==> src/rtl/core/repeating_timer_event_table_assert.svh <==
// Assertion macros for the repeating timer event table.
`ifndef REPEATING_TIMER_EVENT_TABLE_ASSERT_SVH
`define REPEATING_TIMER_EVENT_TABLE_ASSERT_SVH
`ifndef SYNTHESIS
`define RTET_ASSERT(label, clk, rst, prop, msg) \
   label: assert property (@(posedge clk) disable iff (rst) prop) else $error(msg);
`define RTET_ASSERT_NR(label, clk, prop, msg) \
   label: assert property (@(posedge clk) prop) else $error(msg);
`else
`define RTET_ASSERT(label, clk, rst, prop, msg)
`define RTET_ASSERT_NR(label, clk, prop, msg)
`endif
`endif

==> src/rtl/core/rtet_pkg.sv <==
`timescale 1ns / 1ps
// ----------------------------------------------------------------------------
// Repeating timer event table package
// Shared types and constants for the timer table.
// ----------------------------------------------------------------------------
package rtet_pkg;
   localparam int TABLE_DEPTH_DEFAULT = 16;
   localparam logic [62:0] WAIT_CAP = 63'h7FFF_FFFF_FFFF_FFFF;

   typedef enum logic [1:0] {
      KIND_FIRED   = 2'd0,
      KIND_SUMMARY = 2'd1,
      KIND_ACK     = 2'd2
   } kind_type;

   typedef enum logic {
      ACT_ADD  = 1'b0,
      ACT_POLL = 1'b1
   } action_type;

   // One input word.
   typedef struct packed {
      logic        action;
      logic [63:0] now;
      logic [31:0] first_delay;
      logic [31:0] period;
      logic [15:0] repeat_count;
      logic [15:0] event_tag;
   } req_type;

   // One result word.
   typedef struct packed {
      kind_type    kind;
      logic [15:0] fired_tag;
      logic [62:0] next_wait;
      logic        rejected;
      logic        last;
   } rsp_type;

   typedef enum logic [1:0] {
      ST_IDLE,
      ST_WALK,
      ST_SUMMARY
   } state_type;
endpackage

==> src/rtl/core/rtet_if.sv <==
`timescale 1ns / 1ps
// ----------------------------------------------------------------------------
// Timer table channel interfaces
// Valid/ready channels for request and response words.
// ----------------------------------------------------------------------------
interface rtet_req_if;
   logic               valid;
   logic               ready;
   rtet_pkg::req_type  payload;
   modport source (output valid, output payload, input ready);
   modport sink (input valid, input payload, output ready);
endinterface


==> src/rtl/core/rtet_front.sv <==
`timescale 1ns / 1ps
// ----------------------------------------------------------------------------
// Timer table front end
// Accepts request words into a two-entry queue for the back end.
// ----------------------------------------------------------------------------
module rtet_front (
   input  logic              clock,
   input  logic              reset,
   rtet_req_if.sink          req,
   output logic              q_valid,
   output rtet_pkg::req_type q_word,
   input  logic              q_pop
);
   `include "repeating_timer_event_table_assert.svh"

   rtet_pkg::req_type slot_ff [2];
   logic       wr_ff, wr_in, rd_ff, rd_in;
   logic [1:0] cnt_ff, cnt_in;
   logic       push;

   // Queue control.
   assign req.ready = (cnt_ff != 2'd2);
   assign push      = req.valid && req.ready;
   assign q_valid   = (cnt_ff != 2'd0);
   assign q_word    = slot_ff[rd_ff];

   always_comb begin
      wr_in  = push ? ~wr_ff : wr_ff;
      rd_in  = q_pop ? ~rd_ff : rd_ff;
      cnt_in = cnt_ff + {1'b0, push} - {1'b0, q_pop};
   end

   always_ff @(posedge clock) begin
      if (reset) begin
         wr_ff  <= 1'b0;
         rd_ff  <= 1'b0;
         cnt_ff <= 2'd0;
      end else begin
         wr_ff  <= wr_in;
         rd_ff  <= rd_in;
         cnt_ff <= cnt_in;
      end
   end

   // Payload storage.
   always_ff @(posedge clock) begin
      if (push) begin
         slot_ff[wr_ff] <= req.payload;
      end
   end

   `RTET_ASSERT(a_no_pop_empty, clock, reset, q_pop |-> q_valid, "pop from empty queue")
   `RTET_ASSERT(a_cnt_max, clock, reset, cnt_ff != 2'd3, "queue count overflow")
   `RTET_ASSERT(a_ptr_cons, clock, reset,
      (cnt_ff == 2'd1) |-> (wr_ff != rd_ff), "queue pointers disagree")
endmodule

==> src/flat_wrapper.sv <==
// flat-port wrapper written by rule: the top's interface ports become plain ports
module rtet_front_flat 
  (clock, reset, q_valid, q_word, q_pop, req_valid, req_payload, req_ready);
  rtet_req_if req_i ();
  input  logic clock;
  input  logic reset;
  output logic q_valid;
  output rtet_pkg::req_type q_word;
  input  logic q_pop;
  input wire logic [$bits(req_i.valid)-1:0] req_valid;
  input wire logic [$bits(req_i.payload)-1:0] req_payload;
  output wire logic [$bits(req_i.ready)-1:0] req_ready;
  assign req_i.valid = req_valid;
  assign req_i.payload = req_payload;
  assign req_ready = req_i.ready;
  rtet_front u_core (.clock(clock), .reset(reset), .req(req_i), .q_valid(q_valid), .q_word(q_word), .q_pop(q_pop));
endmodule
==> config.mk <==
export PLATFORM = sky130hd
export DESIGN_NAME = rtet_front_flat
export DESIGN_NICKNAME = d
export VERILOG_FILES = /design/src/rtl/core/rtet_pkg.sv /design/src/rtl/core/rtet_if.sv /design/src/rtl/core/rtet_front.sv /design/src/flat_wrapper.sv
export VERILOG_INCLUDE_DIRS = /design/src /design/src/rtl/core
export SDC_FILE = /design/constraint.sdc
export NUM_CORES = 1
export LEC_CHECK = 0
export BUFFER_PORTS_ARGS = -buffer_cell sky130_fd_sc_hd__buf_4
export CAP_MARGIN = 20
export CORE_AREA = 4 4 190 155
export CTS_BUF_LIST = sky130_fd_sc_hd__clkbuf_8
export DETAILED_ROUTE_END_ITERATION = 10
export DIE_AREA = 0 0 194 159
export PLACE_DENSITY = 0.72
export SYNTH_ARGS = -nofsm -noshare
export SYNTH_HDL_FRONTEND = slang
export SYNTH_SLANG_ARGS = --single-unit
==> constraint.sdc <==
create_clock -name clock -period 5.1 [get_ports clock]
set_clock_uncertainty 0.1 [all_clocks]
set_input_delay 0.255 -clock clock [delete_from_list [all_inputs] [get_ports clock]]
set_output_delay 0.255 -clock clock [all_outputs]
set_load 0.02 [all_outputs]
### Word-level counts from Yosys, hierarchy flattened

Memory sizes are Yosys's and may differ from the RTL's. A register that Yosys moved wholly into a read port is not among the register bits.
Index checks and enable logic that the tools add are counted.

| word-level totals | value |
|---|---|
| bits of input ports | 165 |
| output and inout bits | 163 |
| memory bits (writable) | 322 |
| bits in read-only memories | 0 |
| memories kept | 1 |
| bits in registers | 4 |
| latch bits | 0 |

| cells by class | value |
|---|---|
| multiply operators | 0 |
| divide/modulo/power cells | 0 |
| reductions and logical operators | 2 |
| shift-type cells | 0 |
| magnitude comparators | 0 |
| muxes and demuxes | 4 |
| add/subtract/negate cells | 2 |
| bitwise gates (word level) | 2 |
| equality and inequality tests | 1 |

Memories:

| name | words | width | read ports | clocked after memory_dff | wr ports | line | text |
|---|---|---|---|---|---|---|---|
| u_core.slot_ff | 2 | 161 | 1 | 1 | 1 | rtet_front.sv:16 | `rtet_pkg::req_type slot_ff [2];` |

Operator list:

| cell | number |
|---|---|
| $mux 1 | 4 |
| $add 2x1->2 | 1 |
| $ne 2x2->1 const B | 1 |
| $not 1->1 | 2 |
| $reduce_bool 2->1 | 1 |
| $sub 2x1->2 | 1 |
| $logic_and 1x1->1 | 1 |

### Longest topological paths before layout

Gate-level depths: netlist (run 1).

| depth | value |
|---|---|
| word-level depth | 4 |
| gate-level depth with buffers | 5 |
| depth with buffers taken out | 5 |

### Worst setup path before layout (run 1)

Ideal clock, no wire load.

| timing | value |
|---|---|
| kind | register to register |
| start | register u_core.cnt_ff[1] |
| end | memory u_core.slot_ff[1][0] (netlist bit) (enable) |
| path buffers | 0 |
| setup slack | 0.137 ns |
| required time | 4.459 ns |
| library setup time | 0.541 ns |
| arrival time | 4.322 ns |
| stages on the path, launching flop included | 3 |
| clock period less this slack | 4.963 ns |
| cells stage by stage | dfxtp_1 > or2b_4 > and3_1 |

| on the way | value |
|---|---|
| longest elaborated chain between the ends | 4 |

Ends and longest elaborated chain:

| item | line | text |
|---|---|---|
| start: declaration | rtet_front.sv:18 | `logic [1:0] cnt_ff, cnt_in;` |
| start signal: assignment | rtet_front.sv:41 | `cnt_ff <= cnt_in;` |
| $ne 2x2->1 | rtet_front.sv:22 | `assign req.ready = (cnt_ff != 2'd2);` |
| net req_ready | flat_wrapper.sv:12 | `output wire logic [$bits(req_i.ready)-1:0] req_ready;` |
| $logic_and 1x1->1 | rtet_front.sv:23 | `assign push = req.valid && req.ready;` |
| $mux 1 | rtet_front.sv:47 | `if (push) begin` |
| $mux 1 (not written as such) | rtet_front.sv:48 | `slot_ff[wr_ff] <= req.payload;` |
| end: declaration | rtet_front.sv:16 |  |

The timed path passes the listed nets, and every way through them passes these cells.

==> results of run 1 <==
[per-layer routing]
| metal | global-route usage [%] | up-vias | part of all wire [%] |
|---|---|---|---|
| li1 | - | 3161 | - |
| met1 | 21.9 | 3296 | 42 |
| met2 | 27.5 | 273 | 48 |
| met3 | 5.01 | 58 | 7.5 |
| met4 | 5.43 | 0 | 2.7 |
| met5 | 0 | - | 0 |
[area by class of cell]
type / count / share of cell area, %
Sequential cell: 327 / 55.5
Timing Repair Buffer: 496 / 23.7
Multi-Input combinational cell: 180 / 13.0
Clock buffer: 51 / 3.99
Tap cell: 364 / 2.59
Clock inverter: 33 / 1.05
Inverter: 2 / 0.0711
Antenna cell: 1 / 0.0142
[cells in the mapped netlist]
| library cell | number | share of area, % |
|---|---|---|
| a21oi_1 | 2 | 0.082 |
| and2b_1 | 1 | 0.061 |
| nand3b_1 | 1 | 0.061 |
| or2b_4 | 1 | 0.092 |
| and3_1 | 1 | 0.051 |
| mux2_4 | 90 | 11 |
| buf_2 | 7 | 0.29 |
| mux2i_1 | 1 | 0.082 |
| nor2_1 | 3 | 0.092 |
| mux2_2 | 72 | 6.6 |
| a21o_1 | 1 | 0.061 |
| dfxtp_1 | 5 | 0.82 |
| inv_1 | 2 | 0.061 |
| or2_2 | 1 | 0.051 |
| edfxtp_1 | 322 | 79 |
| nand3_1 | 1 | 0.041 |
| nand2_1 | 1 | 0.031 |
| xnor2_1 | 1 | 0.072 |
| buf_6 | 11 | 1.0 |
| nor2b_1 | 1 | 0.051 |
| a21bo_2 | 1 | 0.082 |
| ha_1 | 1 | 0.10 |
[per-stage QoR]
stage,cell area [um^2],hold slack [ns],instances
final,17600,0.329,1454
after global routing,17600,0.295,1454
after CTS,17600,0.291,1453
after detailed placement,15100,0.342,1204
after global placement,15100,0.340,1204
after floorplan,12200,0.224,527
[critical path, stage by stage, from the launching register on]
cell and delay [ns]:
dfxtp_4 0.84, buf_4 0.67, mux2_2 0.42, buf_4 0.16
[worst max-delay path by stage]
stage | slack [ns] | depth (start not counted) | to | startpoint
6_report | 2.06 | 3 | q_word[20] | flip-flop
4_1_cts | 1.97 | 3 | q_word[20] | flip-flop
3_3_place_gp | 2.63 | 3 | q_word[23] | flip-flop
3_5_place_dp | 2.58 | 3 | q_word[20] | flip-flop
5_1_grt | 1.91 | 3 | q_word[20] | flip-flop
2_1_floorplan | 0.14 | 2 | u_core.slot_ff[1][0]$_DFFE_PP_ | u_core.cnt_ff[1]$_SDFF_PP0_
[power breakdown]
| group | total [uW] | internal [uW] | switching (uW) |
|---|---|---|---|
| Combinational | 1180 | 599 | 584 |
| Sequential | 3270 | 3200 | 67.5 |
| Clock | 1940 | 1020 | 920 |
| Total | 6390 | 4820 | 1570 |
[timing repair]
action | 4_1_cts | 5_1_grt
hold buffers | 165 | 0
endpoints found under the setup margin | 0 | 0
endpoints found under the hold margin | 327 | 0
[registers in the layout, summed over array words and instances (netlist names), named ones only]
| name | flops |
|---|---|
| u_core.wr_ff | 1 |
| u_core.cnt_ff | 2 |
| u_core.rd_ff | 1 |
| u_core.slot_ff | 322 |
[logic make-up after synthesis]
group / share of synthesized area [%]
DFF: 79.9
muxes: 17.8
buffers and inverters: 1.36
xor gates and xnor gates: 0.0717
AOI/OAI and AO/OA: 0.225
adders and majority gates: 0.102
and+or+nand+nor: 0.532
==> results.ini, run 1 <==
[global_route]
grt_antenna_before_repair=1
grt_usage_pct=16.8
grt_max_degree=162
grt_pass1_wl_um=41400
grt_overflow=0
grt_pass1_vias=7396

[clock_tree]
cts_resized=0
htree_num_levels=2
clock_latency_ns=0.53
cts_setup_buffers=0
root_buffer=clkbuf_8
clk_pin_slew_worst_paths_ns=0.06
cts_buffers=50
cts.path.max_buffers=3
cts_sinks=327
cts_tree=done

[drt]
vias=6788
drc=0
wl_per_cell_um=18.6
firstDrtPassIters=4
drtIter0Drc=312
drt-total-wl_um=27100
antenna_left=0
vias_per_cell=4.67

[power]
max-vdd-ir-drop_mv=0.268
p_per_area_mw_per_mm2=363
p_leak_uw=0.00684
total_power_uw=6390

[worst_setup_path]
worstPathRequired_ns=4.74
end_kind=primary output
startpoint_type=flip-flop
r2r_slack_ns=2.67
crit_fanout=53
reg2reg_depth=4
crit_type=reg -> out
timing.rr.end=u_core.slot_ff[0][97]$_DFFE_PP_
worstPathArrival_ns=2.68
r2r-start=u_core.cnt_ff[1]$_SDFF_PP0_

[placement]
hpwl_um=16400
place.gp.congestion=0.741
pre_cts_ws_ns=2.58
port_buffers=327

[worst_hold_path]
min_to=u_core.slot_ff[1][39]$_DFFE_PP_
hold_start=req_payload[39]
whs_path_depth=2
hold_path.class=in -> reg

[sta]
tightest_slew_ns=1.14
slew_headroom_pct=24.1
fin_crit_sh_pct=59.5
setup_viol=0
finalSetupTns_ns=0
hold_viol_final=0
fmax_mhz=329
rsz0062_at_grt=false
slew_violations=0
post-route-min-period_ns=3.04
setup_ws_ns=2.06

[floorplan]
start_util_pct=44.8
die_y_um=159
dieWidth_um=194
row_count=54
core_area_mm2=0.0273
die_area_mm2=0.0308
io_pins=328

[cells_and_area]
final_util_pct=64.5
final_nets=1223
nFillCells=1829
most-common-layout-cells=buf_4, edfxtp_1, dlygate4sd3_1
seq_area_mm2=0.00977
layout-drive-gt1-share_pct=51.1
multi_input_area_mm2=0.00229
area_growth_pct=44.0
layout_commonest_cell=buf_4

[logic_synthesis]
seq_area_frac_synth_pct=79.9
synth_area_mm2=0.0122
synth_fp_nets=693
yosysUniqueCellTypes=22
syn_inst=527
ys_ff_latch=327
yosysWarnings=0
syn_avg_cell_area_um2=23.2

[flow_run]
cap_viol_max_count=0

[outcome]
status=finished, final reports clean

(Power assumes the default switching activity.)
==> inputs of run 2 (changes only) <==
==> constraint.sdc (replaced) <==
create_clock -name clock -period 2.5 [get_ports clock]
set_clock_uncertainty 0.1 [all_clocks]
set_input_delay 0.125 -clock clock [delete_from_list [all_inputs] [get_ports clock]]
set_output_delay 0.125 -clock clock [all_outputs]
set_load 0.02 [all_outputs]
==> run 2 against run 1 <==
Hold slack worse by 0.14 ns. Critical path depth unchanged. Flip-flop and latch count unchanged. Cell area increased by 1.6%. Power up 110%. Clock-buffer cell count is the same. Register-to-register slack got worse by 1.9 ns. Non-clock buffer count rose by 21. Sequential power grew 100%. Highest routed layer unchanged. Sequential share of layout area is 0.88 points lower. Die area is the same. Worst setup slack lost 1.9 ns.
==> results.ini, run 2 (synthesis results as in run 1) <==
[sta]
tightest_slew_ns=0.461  ; was 1.14 ns
fmax_mhz=428
setup_viol=0  ; unchanged
rsz0062_at_grt=false  ; unchanged
slew_violations=0  ; unchanged
slew_headroom_pct=69.3  ; was 24.1%
fin_crit_sh_pct=93.5
post-route-min-period_ns=2.34
holdWs_ns=0.184  ; was 0.329 ns
hold_viol_final=0  ; unchanged

[floorplan]
die_y_um=159  ; unchanged
core_area_mm2=0.0273  ; unchanged
row_count=54  ; unchanged
dieWidth_um=194  ; unchanged
die_area_mm2=0.0308  ; unchanged
io_pins=328  ; unchanged
start_util_pct=44.8  ; unchanged

[drt]
firstDrtPassIters=4  ; unchanged
drc=0  ; unchanged
vias=7020  ; was 6,788
antenna_left=0  ; unchanged
drt-total-wl_um=28800  ; was 27,100 um
wl_per_cell_um=19.4  ; was 18.6 um
vias_per_cell=4.72  ; was 4.67
drtIter0Drc=341  ; was 312

[clock_tree]
cts_sinks=327  ; unchanged
clk_pin_slew_worst_paths_ns=0.06  ; about the same
cts_tree=done  ; unchanged
cts_resized=0  ; unchanged
hold_buffers=165  ; unchanged
htree_num_levels=2  ; unchanged
cts_buffers=50  ; unchanged
cts_setup_buffers=0  ; unchanged
cts.path.max_buffers=3  ; unchanged
clock_latency_ns=0.56  ; was 0.53 ns
root_buffer=clkbuf_8  ; unchanged

[outcome]
status=finished, final reports clean  ; unchanged

[cells_and_area]
layout_commonest_cell=buf_4  ; unchanged
largest_register_ffs=322  ; unchanged
most-common-layout-cells=buf_4, edfxtp_1, dlygate4sd3_1  ; unchanged
final_nets=1244  ; was 1,223
layout-drive-gt1-share_pct=52.1  ; was 51.1%
final_util_pct=65.5  ; was 64.5%
regMostFlops=u_core.slot_ff  ; unchanged
reg_top3=u_core.slot_ff x322, u_core.cnt_ff x2  ; unchanged
area_growth_pct=46.3  ; was 44.0%

[worst_hold_path]
min_to=u_core.slot_ff[1][15]$_DFFE_PP_  ; was u_core.slot_ff[1][39]$_DFFE_PP_
hold_start=req_payload[15]  ; was req_payload[39]
hold_path.class=in -> reg  ; unchanged
whs_path_depth=2  ; unchanged

[worst_setup_path]
crit_fanout=26  ; was 53
worstPathRequired_ns=2.28  ; was 4.74 ns
r2r_slack_ns=0.76  ; was 2.67 ns
r2r-start=u_core.cnt_ff[1]$_SDFF_PP0_  ; unchanged
startpoint_type=flip-flop  ; unchanged
worstPathArrival_ns=2.11  ; was 2.68 ns
timing.rr.end=u_core.slot_ff[1][101]$_DFFE_PP_  ; was u_core.slot_ff[0][97]$_DFFE_PP_
end_kind=primary output  ; unchanged
reg2reg_depth=3  ; was 4
crit_type=reg -> out  ; unchanged

[power]
p_leak_uw=0.00699  ; was 0.00684 uW
p_per_area_mw_per_mm2=737  ; was 363 mW/mm^2
max-vdd-ir-drop_mv=0.601  ; was 0.268 mV

[global_route]
grt_pass1_wl_um=44100  ; was 41,400 um
grt_pass1_vias=7697  ; was 7,396
grt_overflow=0  ; unchanged
grt_usage_pct=18.2  ; was 16.8%
grt_max_degree=79  ; was 162
grt_antenna_before_repair=3  ; was 1

[placement]
port_buffers=327  ; unchanged
hpwl_um=18000  ; was 16,400 um
place.gp.congestion=0.771  ; was 0.741

[flow_run]
cap_viol_max_count=0  ; unchanged

## run 2: cell types whose count changed in the layout (fill, tap and decap cells not counted), sizes merged
cell      delta
bufinv       -1
diode        +3
buf         +21
clkinv       +1
clkinvlp     +4
inv          +4
## run 2: layer usage
metal	wire length, um	GRT usage [%]	vias up
li1	-	-	3213
met1	11800	22.8	3465
met2	14200	30.5	283
met3	1960	5.23	59
met4	801	6.23	0
met5	0	0	-
## run 2: where the power goes
part / switching, uW / internal (uW)
registers: 120 / 6520
clock network: 1970 / 2010
logic: 1260 / 1300
total: 3350 / 9830
## run 2: metrics by stage
stage          setup WS, ns  TNS [ns]  area (um^2)  cells  power, uW
5_1_grt              0.0357         0        17900   1485      13700
4_1_cts              0.0828         0        17900   1482      13300
2_1_floorplan         -1.17   -287.88        12200    527       8050
3_5_place_dp          0.711         0        15300   1225       9090
6_report              0.162         0        17900   1486      13200
3_3_place_gp          0.732         0        15300   1225       9050
## run 2: worst max-delay path by stage
stage / startpoint / depth (start not counted) / endpoint
after floorplan: u_core.cnt_ff[1]$_SDFF_PP0_ / 3 / u_core.slot_ff[0][0]$_DFFE_PP_
after global placement: flip-flop / 3 / q_word[137]
after detailed placement: flip-flop / 3 / q_word[88]
after CTS: flip-flop / 3 / q_word[88]
after global routing: flip-flop / 3 / q_word[88]
final: flip-flop / 3 / q_word[146]
## run 2: area by class of cell
type | instances | area (um^2)
timing repair buffer | 517 | 4430
multi-input combinational | 180 | 2290
sequential | 327 | 9770
antenna | 4 | 10.0
inverter | 2 | 11.3
clock buffer | 51 | 702
tap | 364 | 455
clock inverter | 41 | 203
fill | 1826 | 9420
## run 2: critical path, stage by stage (launching register included)
cell and delay (ns):
dfxtp_4 0.63, buf_4 0.40, mux2_4 0.34, buf_4 0.16
==> inputs of run 3 (changes only) <==
--- a/config.mk
+++ b/config.mk
@@ -6,13 +6,14 @@
 export SDC_FILE = /design/constraint.sdc
 export NUM_CORES = 1
 export LEC_CHECK = 0
+export ABC_AREA = 1
 export BUFFER_PORTS_ARGS = -buffer_cell sky130_fd_sc_hd__buf_4
 export CAP_MARGIN = 20
 export CORE_AREA = 4 4 190 155
 export CTS_BUF_LIST = sky130_fd_sc_hd__clkbuf_8
 export DETAILED_ROUTE_END_ITERATION = 10
 export DIE_AREA = 0 0 194 159
-export PLACE_DENSITY = 0.72
+export PLACE_DENSITY = 0.69
 export SYNTH_ARGS = -nofsm -noshare
 export SYNTH_HDL_FRONTEND = slang
 export SYNTH_SLANG_ARGS = --single-unit
==> constraint.sdc (replaced) <==
create_clock -name clock -period 2.7 [get_ports clock]
set_clock_uncertainty 0.1 [all_clocks]
set_input_delay 0.135 -clock clock [delete_from_list [all_inputs] [get_ports clock]]
set_output_delay 0.135 -clock clock [all_outputs]
set_load 0.02 [all_outputs]
==> run 3 against run 2 <==
Utilization fell by 0.58 points. Power fell by 8.3%. Critical endpoint is now q_word[48]. Largest cell class unchanged. First-iteration DRC count is 0.59% higher.
==> results.ini, run 3 <==
[logic_synthesis]
synth_most_common_cell=edfxtp_1  ; unchanged
synth_area_mm2=0.0122  ; about the same
synth_area_leaders=edfxtp_1, mux2_4, mux2_2  ; unchanged
synth_fp_nets=700  ; was 693
ys.flop_type=edfxtp_1  ; unchanged
yosysWarnings=0  ; unchanged
yosysTopAreaCell=edfxtp_1  ; unchanged
synthXorXnorAreaFrac_pct=0.0718  ; was 0.0717%
yosysTopAreaCellShare_pct=79.2  ; was 79.1%
synth_top_family_by_area=multiplexers  ; unchanged
syn_inst=534  ; was 527
synth-compound-area-share_pct=0.123  ; was 0.225%
yosys-mux-area-fraction_pct=17.6  ; was 17.8%
yosys.area_share.simple_pct=0.533  ; was 0.532%
seq_area_frac_synth_pct=80.1  ; was 79.9%
synthAdderAreaFrac_pct=0.103  ; was 0.102%
synth_edf_count=322  ; unchanged
yosys-top-cells-count=edfxtp_1, mux2_4, mux2_2, buf_6, nand2_1  ; was edfxtp_1, mux2_4, mux2_2, buf_6, buf_2
yosysUniqueCellTypes=14  ; was 22
ys_ff_latch=327  ; unchanged
async_flop_share_pct=0  ; unchanged
syn_avg_cell_area_um2=22.9  ; was 23.2 um^2

[cells_and_area]
reg_top3=u_core.slot_ff x322, u_core.cnt_ff x2  ; unchanged
layout_commonest_cell=buf_4  ; unchanged
area_growth_pct=45.2  ; was 46.3%
final_nets=1241  ; was 1,244
nFillCells=1873  ; was 1,826
final_cells=1479  ; was 1,486
layout-drive-gt1-share_pct=51.0  ; was 52.1%
regMostFlops=u_core.slot_ff  ; unchanged
largest_register_ffs=322  ; unchanged
most-common-layout-cells=buf_4, edfxtp_1, dlygate4sd3_1  ; unchanged
final_util_pct=64.9  ; was 65.5%

[placement]
placed_cells=1221  ; was 1,225
hpwl_um=17700  ; was 18,000 um
place.gp.congestion=0.759  ; was 0.771
port_buffers=327  ; unchanged

[drt]
vias=6942  ; was 7,020
firstDrtPassIters=4  ; unchanged
drc=0  ; unchanged
vias_per_cell=4.69  ; was 4.72
drtIter0Drc=343  ; was 341
wl_per_cell_um=19.2  ; was 19.4 um
drt-total-wl_um=28400  ; was 28,800 um
antenna_left=0  ; unchanged

[worst_setup_path]
end_kind=primary output  ; unchanged
crit_fanout=26  ; unchanged
worstPathArrival_ns=2.17  ; was 2.11 ns
worstPathRequired_ns=2.47  ; was 2.28 ns
crit_type=reg -> out  ; unchanged
startpoint_type=flip-flop  ; unchanged

[global_route]
top_usage_layer=met2  ; unchanged
grt_overflow=0  ; unchanged
grt_antenna_before_repair=1  ; was 3
grt_use_met1_pct=22.1  ; was 22.8%
grt_max_degree=92  ; was 79
grt_util_met2_pct=30.1  ; was 30.5%
grt_pass1_wl_um=43500  ; was 44,100 um
grt_pass1_vias=7676  ; was 7,697
grt_usage_pct=17.7  ; was 18.2%
grt.met3_usage_pct=5.84  ; was 5.23%

[sta]
hold_viol_final=0  ; unchanged
slew_violations=0  ; unchanged
post-route-min-period_ns=2.41
rsz0062_at_grt=false  ; unchanged
tightest_slew_ns=0.570  ; was 0.461 ns
setup_viol=0  ; unchanged
fmax_mhz=416
finalSetupTns_ns=0  ; unchanged
slew_headroom_pct=62.0  ; was 69.3%
fin_crit_sh_pct=89.1

[clock_tree]
clk_pin_slew_worst_paths_ns=0.06  ; about the same
cts.path.max_buffers=3  ; unchanged
htree_num_levels=2  ; unchanged
root_buffer=clkbuf_8  ; unchanged
cts_tree=done  ; unchanged
clock_latency_ns=0.56  ; about the same
cts_setup_buffers=0  ; unchanged
cts_buffers=51  ; was 50
cts_sinks=327  ; unchanged

[floorplan]
die_y_um=159  ; unchanged
start_util_pct=44.7  ; was 44.8%
core_area_mm2=0.0273  ; unchanged
row_count=54  ; unchanged
io_pins=328  ; unchanged
die_area_mm2=0.0308  ; unchanged
dieWidth_um=194  ; unchanged

[outcome]
status=finished, final reports clean  ; unchanged

[power]
max-vdd-ir-drop_mv=0.436  ; was 0.601 mV
p_leak_uw=0.00696  ; was 0.00699 uW
p_per_area_mw_per_mm2=682  ; was 737 mW/mm^2
total_power_uw=12100  ; was 13,200 uW

[flow_run]
cap_viol_max_count=0  ; unchanged

[worst_hold_path]
hold_path.class=in -> reg  ; unchanged

## run 3: changes by cell type in the layout (fill, tap and decap cells not counted), sizes merged, moves of 2 or more
cell	previous run	this run
nor2	3	7
nand2	1	9
clkinvlp	5	0
inv	20	26
buf	352	341
clkbuf	51	53
diode	4	1
clkinv	17	19
## run 3: kinds of logic after synthesis
| logic type | count (synthesis) |
|---|---|
| AO/OA/AOI/OAI | 3 |
| XOR/XNOR | 1 |
| adder cells (fa/ha/maj) | 1 |
| buffers and inverters | 24 |
| flip-flops | 327 |
| multiplexers | 161 |
| AND/OR/NAND/NOR | 17 |
## run 3: area by class of cell
type	count	area, um^2	share of cell area (%)
antenna	1	2.50	0.0141
clock buffer	53	729	4.12
clock inverter	39	154	0.869
inverter	6	22.5	0.127
multi-input combinational	183	2280	12.9
sequential	327	9770	55.2
tap	364	455	2.57
timing repair buffer	506	4300	24.3
## run 3: critical path: stages, from the launching register on
cell and delay, ns:
dfxtp_4 0.64, buf_4 0.40, mux2_2 0.40, buf_4 0.16
## run 3: timing repair
action                     in CTS  in global routing
hold endpoints to repair      327                  0
setup endpoints to repair       0                  0
gates resized for setup         0                  0
hold buffers                  165                  0
## run 3: worst paths after layout
check	start	to	slack, ns	depth (start not counted)
min reg2reg	u_core.rd_ff$_SDFFE_PP0P_	flip-flop	0.46	2
max reg2reg	u_core.cnt_ff[0]$_SDFF_PP0_	u_core.slot_ff[0][148]$_DFFE_PP_	0.98	5
max	flip-flop	q_word[48]	0.29	3
min	req_payload[60]	u_core.slot_ff[0][60]$_DFFE_PP_	0.20	2
## run 3: layer usage
layer  up-vias  share of wire (%)  routed length, um
met3        45                7.8               2220
met4         0                1.8                514
met2       269                 49              13900
met5         -                  0                  0
li1       3204                  -                  -
met1      3424                 41              11700
## run 3: report_power, final
group / switching [uW] / leakage, uW / internal (uW)
Clock: 1810 / 0.000531 / 1810
Sequential: 118 / 0.00304 / 6050
Combinational: 1150 / 0.00338 / 1150
## run 3: stage by stage
step	area [um^2]	setup slack (ns)	hold slack (ns)
floorplan	12200	-0.754	0.107
global placement	15200	0.905	0.208
detailed placement	15200	0.864	0.220
CTS	17700	0.228	0.144
global route	17700	0.159	0.154
finish	17700	0.295	0.197
